[config.mk]
export PLATFORM = sky130hd
export DESIGN_NAME = mmm_store
export DESIGN_NICKNAME = d
export VERILOG_FILES = /design/src/rtl/mmm_store.sv
export SDC_FILE = /design/constraint.sdc
export NUM_CORES = 1
export LEC_CHECK = 0
export BUFFER_PORTS_ARGS = -buffer_cell sky130_fd_sc_hd__buf_4
export CAP_MARGIN = 20
export CORE_UTILIZATION = 63
export CTS_CLUSTER_SIZE = 30
export DETAILED_ROUTE_END_ITERATION = 8
export PLACE_DENSITY = 0.8
export SLEW_MARGIN = 20
export SYNTH_ARGS = -nofsm -noshare
export SYNTH_HDL_FRONTEND = slang
export SYNTH_SLANG_ARGS = --single-unit
[constraint.sdc]
create_clock -name clk -period 2.51 [get_ports clk]
set_input_delay 0.1255 -clock clk [delete_from_list [all_inputs] [get_ports clk]]
set_output_delay 0.1255 -clock clk [all_outputs]
set_load 0.01 [all_outputs]
[src/rtl/mmm_store.sv]
// Operand store: one write port and one registered read port.
module mmm_store #(
    parameter int DEPTH = 64,
    parameter int WIDTH = 16,
    parameter int AW    = 6
) (
    input  logic             clk,
    input  logic             we,
    input  logic [AW-1:0]    waddr,
    input  logic [WIDTH-1:0] wdata,
    input  logic [AW-1:0]    raddr,
    output logic [WIDTH-1:0] rdata
);

    logic [WIDTH-1:0] mem [DEPTH];

    always_ff @(posedge clk)
    begin
        if (we)
        begin
            mem[waddr] <= wdata;
        end
    end

    always_ff @(posedge clk)
    begin
        rdata <= mem[raddr];
    end

endmodule

**Yosys cells after proc, flatten, opt, wreduce, memory -nomap -nowiden**

Memories as Yosys holds them, arrays and structs flattened. A register that Yosys moved wholly into a read port is not among the register bits.
Index checks and enable logic that the tools add are counted.

- Memories kept: 1
- Bits in writable memories: 1024
- Bits of input ports: 30
- Register bits after elaboration: 0

Memories:

| memory | words | width | read ports | clocked after Yosys merged registers in | write ports | RTL line | RTL |
|---|---|---|---|---|---|---|---|
| mem | 64 | 16 | 1 | 1 | 1 | 15 | `logic [WIDTH-1:0] mem [DEPTH];` |

- Multiplexer cells: 2

Operators with widths:

| kind | count |
|---|---|
| $mux 1 | 2 |

**Logic depth before layout (Yosys ltp)**

Gate-level depths: netlist of the first run.

- Word-level depth: 2
- Mapped depth: 10

**Least setup slack after synthesis of the first run**

Ideal clock, no wire load.

- Path type: in2reg
- Start: input waddr[3]
- End: memory mem[48][0] (enable)
- Required time: 2101 ps
- Library setup time: 409 ps
- Stages: 4
- Path slack: 350 ps
- Buffers on the path: 1
- Arrival time: 1751 ps
- Cells stage by stage: clkbuf_1 nor2b_1 nand4b_1 nor3_1

RTL lines:

| element | RTL line | RTL |
|---|---|---|
| from (decl) | 9 | `input logic [AW-1:0] waddr,` |
| to (decl) | 15 |  |

Straight into the memory's write port.

==> results.toml, run 1 <==
[run_status]
status = "finished, final reports clean"

[global_routing]
track_usage_pct = 30.7
antenna_found_initial = 5
grt_pass1_wl_mm = 138
grt_pass1_vias = 20000
grt_max_degree = 65
grt.overflow.total = 0

[drt]
drc = 0
finalWirelength_mm = 95.7
drt-initial-drc-count = 2835
dr.pass1.iters = 9
via_per_inst = 6.85
vias = 20100
antenna_left = 0
wl_per_cell_um = 32.7

[worst_setup_path]
cpMaxStageDelayCell = "mux4_2"
r2r-start = "mem[2][13]$_DFFE_PP_"
r2r_end = "rdata[13]$_DFF_P_"
slowest_delay_ps = 490
worstPathRequired_ps = 3030
worstPathCellList = "mux4_2 -> mux2i_1 -> a22oi_1 -> buf_4 -> a31oi_1 -> a311oi_1"
crit_start = "mem[2][13]$_DFFE_PP_"
worstSetupEndpointType = "flop"
reg2reg_setup_slack_ps = 340
rr_worst_depth = 6
crit_type = "reg -> reg"
path_max_fanout = 1
worstPathArrival_ps = 2690
cp-endpoint = "rdata[13]$_DFF_P_"
start_kind = "flop"

[pwr]
vdd_ir_drop_max_v = 0.000768
power.share.sequential_pct = 53.9
powerDensity_nw_per_um2 = 794
switching_share_pct = 20.8
p_comb_share_pct = 5.2
p_int_mw = 28.4
p_leak_nw = 14.4
pwr-share-clk_pct = 40.9
switchingPower_mw = 7.43

[sta]
period_minus_slack_ps = 2170
finalClockSkew_ps = 24.0
rsz0062_at_grt = "false"
fin_hold_ws_ps = 39.7
hold_violations = 0
worst_pin_slew_ps = 1000
setup_viol = 0
slew_violations = 0
tns_ps = 0
slew_headroom_pct = 32.9
max_freq_ghz = 0.460
fin_crit_sh_pct = 86.5

[cts]
cts_tree = "yes"
clockRootBuffer = "clkbuf_16"
postCtsHoldBufs = 0
worstSkewPairLatency_ps = 660
path_clk_slew_ps = 60
cts_setup_buffers = 0
cts_buffers = 98
h-tree-depth = 3
clock_sinks = 1040
cts_buffer_depth = 3
ctsResizeCount = 0

[logic_synthesis]
synthCells = 1829
ys_top_cells_by_count = "1,024 x edfxtp_1, 220 x mux4_2, 85 x mux2i_1"
yosys.area.top_type_share_pct = 76.8
yosys_most_used_dff = "edfxtp_1"
synth_edf_count = 1024
synth-seq-cells = 1040
avgSynthCellArea_um2 = 21.9
yosysWarnings = 0
synthesis.area_um2 = 40000
seq_area_frac_synth_pct = 77.6
synth_most_common_cell = "edfxtp_1"
ys_top_cells_by_area = "edfxtp_1 77%, mux4_2 12%, mux2i_1 2.1%"
synth_nets = 1859
ys_types = 43
async_flop_share_pct = 0
yosysTopAreaCell = "edfxtp_1"

[flow_run]
drv_cap = 0

[placed_design]
gp_congestion = 0.960
port_buffers = 45
place_hpwl_mm = 54.4

[min_path]
hp-class = "in -> reg"
min-delay-start = "wdata[15]"

[floorplan]
io_pins = 46
die_h_um = 254
row_count = 92
start_util_pct = 63.6
dieArea_um2 = 64600
fp.dieW_um = 254
coreArea_um2 = 63000

[cells_and_area]
final_nets = 2034
drive_gt1_share_pct = 27.5
area_delta_synth_final_pct = 12.5
nFillCells = 3457
## metal layers
layer / track usage (%) / part of all wire (%)
met1: 41.7 / 35
met2: 48.4 / 49
met3: 6.97 / 12
met4: 13.4 / 4.7
met5: 0 / 0.029
## sequential cells by signal (all words and copies together) (netlist names)
register  flops
mem        1024
rdata        16
## cells in the final DEF, fill, tap and decap left out, types with 4 or more instances in the layout
master and instances:
a211o_1 8, a211oi_1 8, a21oi_1 17, a221o_1 6, a221oi_1 16, a22o_1 6
a22oi_1 39, a311oi_1 8, a31oi_1 8, a41oi_1 5, and4_1 5, buf_12 13
buf_4 163, bufinv_16 11, clkbuf_1 23, clkbuf_16 99, clkinv_1 17, clkinv_2 15
clkinvlp_4 5, dfxtp_1 16, edfxtp_1 1024, mux2_2 27, mux2i_1 85, mux4_1 4
mux4_2 220, nand2_1 59, nand3_1 24, nand4_1 12, nor2_1 72, nor2b_1 30
o21ai_0 5
## per-stage QoR
stage	total power, mW	util [%]	instances	worst slack [ps]	cell area [um2]
6_report	35.8	71.5	2928	338	45000
5_1_grt	36.6	71.5	2926	350	45000
4_1_cts	35.9	71.5	2926	387	45000
3_5_place_dp	21.5	66.5	2750	11.6	41900
3_3_place_gp	21.4	66.5	2750	7.68	41900
2_1_floorplan	20.6	-	1829	350	40000
## layout make-up
cell class              count  area (um2)  share of cell area, %
repair buffers            179        1520                   3.38
diodes                      2        5.00                 0.0111
clock inverters            52         549                   1.22
clock buffers             124        2590                   5.75
well taps                 846        1060                   2.35
flip-flops and latches   1040       31100                   69.0
multi-input cells         685        8250                   18.3
## worst min path at each step
stage / slack (ps) / depth (start not counted) / to
final: 40 / 1 / mem[58][15]$_DFFE_PP_
after global placement: 540 / 1 / rdata[2]
after detailed placement: 550 / 1 / rdata[11]
after CTS: 40 / 1 / mem[54][3]$_DFFE_PP_
after global routing: 40 / 1 / mem[56][4]$_DFFE_PP_
after floorplan: 220 / 0 / mem[0][0]$_DFFE_PP_
## cell families (layout without fill, tap and decap cells)
kind of cell / count (synthesis) / in the layout / synth area share (%)
compound gates: 129 / 129 / 2.41
buf+inv: 104 / 355 / 1.83
flops: 1040 / 1040 / 77.6
mux: 336 / 336 / 15.5
other cells: 0 / 2 / 0
simple gates: 220 / 220 / 2.65
## critical path: cells and delay by family (launching register included)
family / cells / cell delay (ps)
AOI/OAI and AO/OA: 3 / 640
buffers and inverters: 1 / 210
DFF: 1 / 420
muxes: 2 / 770
## power groups by stage
| stage | Combinational [mW] | Sequential [mW] | Clock (mW) |
|---|---|---|---|
| after floorplan | 0.995 | 19.6 | 0 |
| after global placement | 1.76 | 19.6 | 0 |
| after detailed placement | 1.81 | 19.7 | 0 |
| after CTS | 1.84 | 19.3 | 14.8 |
| after global routing | 1.93 | 19.3 | 15.4 |
| final | 1.85 | 19.3 | 14.6 |
Note: power is estimated with default switching activity, not from simulation.
==> run 2, diff against run 1 <==
==> constraint.sdc (replaced) <==
create_clock -name clk -period 2.3 [get_ports clk]
set_input_delay 0.115 -clock clk [delete_from_list [all_inputs] [get_ports clk]]
set_output_delay 0.115 -clock clk [all_outputs]
set_load 0.01 [all_outputs]
==> run 2 against run 1 <==
  * Total power increased by 7.7%
  * Sequential share of layout area decreased by 0.23 points
  * Hold slack lost 11 ps
  * Final area rose by 0.33%
  * Die area unchanged
  * Count of clock-buffer cells in the layout rose by 10
  * Critical path type unchanged
  * Largest cell class unchanged
==> results.toml, run 2 (same netlist as run 1, synthesis figures left out) <==
[sta]
max_freq_ghz = 0.465
setup_viol = 0
worst_pin_slew_ps = 982
slew_headroom_pct = 34.3
finalClockSkew_ps = 25.7
period_minus_slack_ps = 2150
fin_crit_sh_pct = 93.5
slew_violations = 0
tns_ps = 0
rsz0062_at_grt = "false"
fin_hold_ws_ps = 28.4
hold_violations = 0

[cts]
cts_tree = "yes"
cts_buffer_depth = 3
cts_buffers = 97
path_clk_slew_ps = 60
h-tree-depth = 3
cts_setup_buffers = 0
postCtsHoldBufs = 0
worstSkewPairLatency_ps = 650
clockRootBuffer = "clkbuf_16"
clock_sinks = 1040
ctsResizeCount = 0

[worst_setup_path]
worstPathArrival_ps = 2660
start_kind = "flop"
worstPathRequired_ps = 2810
worstSetupEndpointType = "flop"
crit_type = "reg -> reg"
path_max_fanout = 1

[cells_and_area]
largest_register = "mem"
final_util_pct = 71.8
area_delta_synth_final_pct = 12.9
mostFrequentLayoutCells = "1,024 x edfxtp_1, 220 x mux4_2, 172 x buf_4"
mostFrequentLayoutCell = "edfxtp_1"
reg_top3 = "mem x1024, rdata x16"
largest_reg_flops = 1024
fin_cells = 2946
drive_gt1_share_pct = 28.0
final_nets = 2052

[placed_design]
dp.cells = 2769
port_buffers = 45
gp_congestion = 0.917
place_hpwl_mm = 54.7

[global_routing]
grt_pass1_wl_mm = 137
grt.overflow.total = 0
grt_max_degree = 65
grt_pass1_vias = 20000
antenna_found_initial = 3
track_usage_pct = 30.4

[drt]
vias = 20000
via_per_inst = 6.77
finalWirelength_mm = 94.1
drc = 0
dr.pass1.iters = 5
antenna_left = 0
wl_per_cell_um = 32.0
drt-initial-drc-count = 2553

[floorplan]
dieArea_um2 = 64600
fp.dieW_um = 254
die_h_um = 254
start_util_pct = 63.6
row_count = 92
coreArea_um2 = 63000
io_pins = 46

[pwr]
fin_total_pwr_mw = 38.5
powerDensity_nw_per_um2 = 852
p_leak_nw = 14.5
vdd_ir_drop_max_v = 0.000660

[flow_run]
drv_cap = 0

[run_status]
status = "finished, final reports clean"

[min_path]
hp-class = "in -> reg"
==> run 2: cell types whose count changed in the layout (fill, tap and decap cells not counted), moves of 2 or more <==
cell       change
buf_12        +10
buf_4          +9
bufinv_16      -6
clkbuf_1       +7
clkbuf_16      +2
clkinv_1       -4
==> run 2: layout make-up <==
| class | instances | area, um2 |
|---|---|---|
| Clock inverter | 42 | 344 |
| Multi-Input combinational cell | 685 | 8250 |
| Tap cell | 846 | 1060 |
| Fill cell | 3534 | 17800 |
| Timing Repair Buffer | 198 | 1790 |
| Clock buffer | 134 | 2680 |
| Sequential cell | 1040 | 31100 |
| Antenna cell | 1 | 2.50 |
==> run 2: critical path: stages, from the launching register on <==
cell and delay [ps]:
edfxtp_1 360, mux4_2 490, mux2_2 300, a221oi_1 600, buf_4 220, a311oi_1 40
==> run 2: worst paths after layout <==
path	from	to	slack [ps]	depth (start not counted)
setup / recovery	mem[63][1]$_DFFE_PP_	rdata[1]$_DFF_P_	150	5
hold / removal	wdata[3]	mem[26][3]$_DFFE_PP_	30	1
setup reg to reg	mem[63][1]$_DFFE_PP_	rdata[1]$_DFF_P_	150	5
hold reg to reg	mem[10][5]$_DFFE_PP_	rdata[5]$_DFF_P_	890	4
==> run 2: where the power goes <==
part	leakage, nW	internal, mW	total (mW)	switching [mW]
combinational	3.70	0.817	2.08	1.26
clock	1.47	8.70	15.4	6.68
sequential	9.35	21.0	21.1	0.0794
total	14.5	30.5	38.5	8.02
==> run 2: per-stage QoR <==
step | setup slack, ps | instance area [um2]
detailed placement | -269 | 42200
finish | 150 | 45200
global placement | -159 | 42200
global route | 124 | 45200
CTS | 175 | 45200
floorplan | 150 | 40000
==> run 2: metal layers <==
layer | global-route usage (%) | wire [um] | up-vias | part of all wire (%)
met5 | 0 | 24 | - | 0.025
met4 | 11.4 | 3950 | 4 | 4.2
li1 | - | - | 8061 | -
met1 | 42.7 | 34500 | 10300 | 37
met3 | 5.43 | 9610 | 239 | 10
met2 | 48.6 | 46000 | 1385 | 49
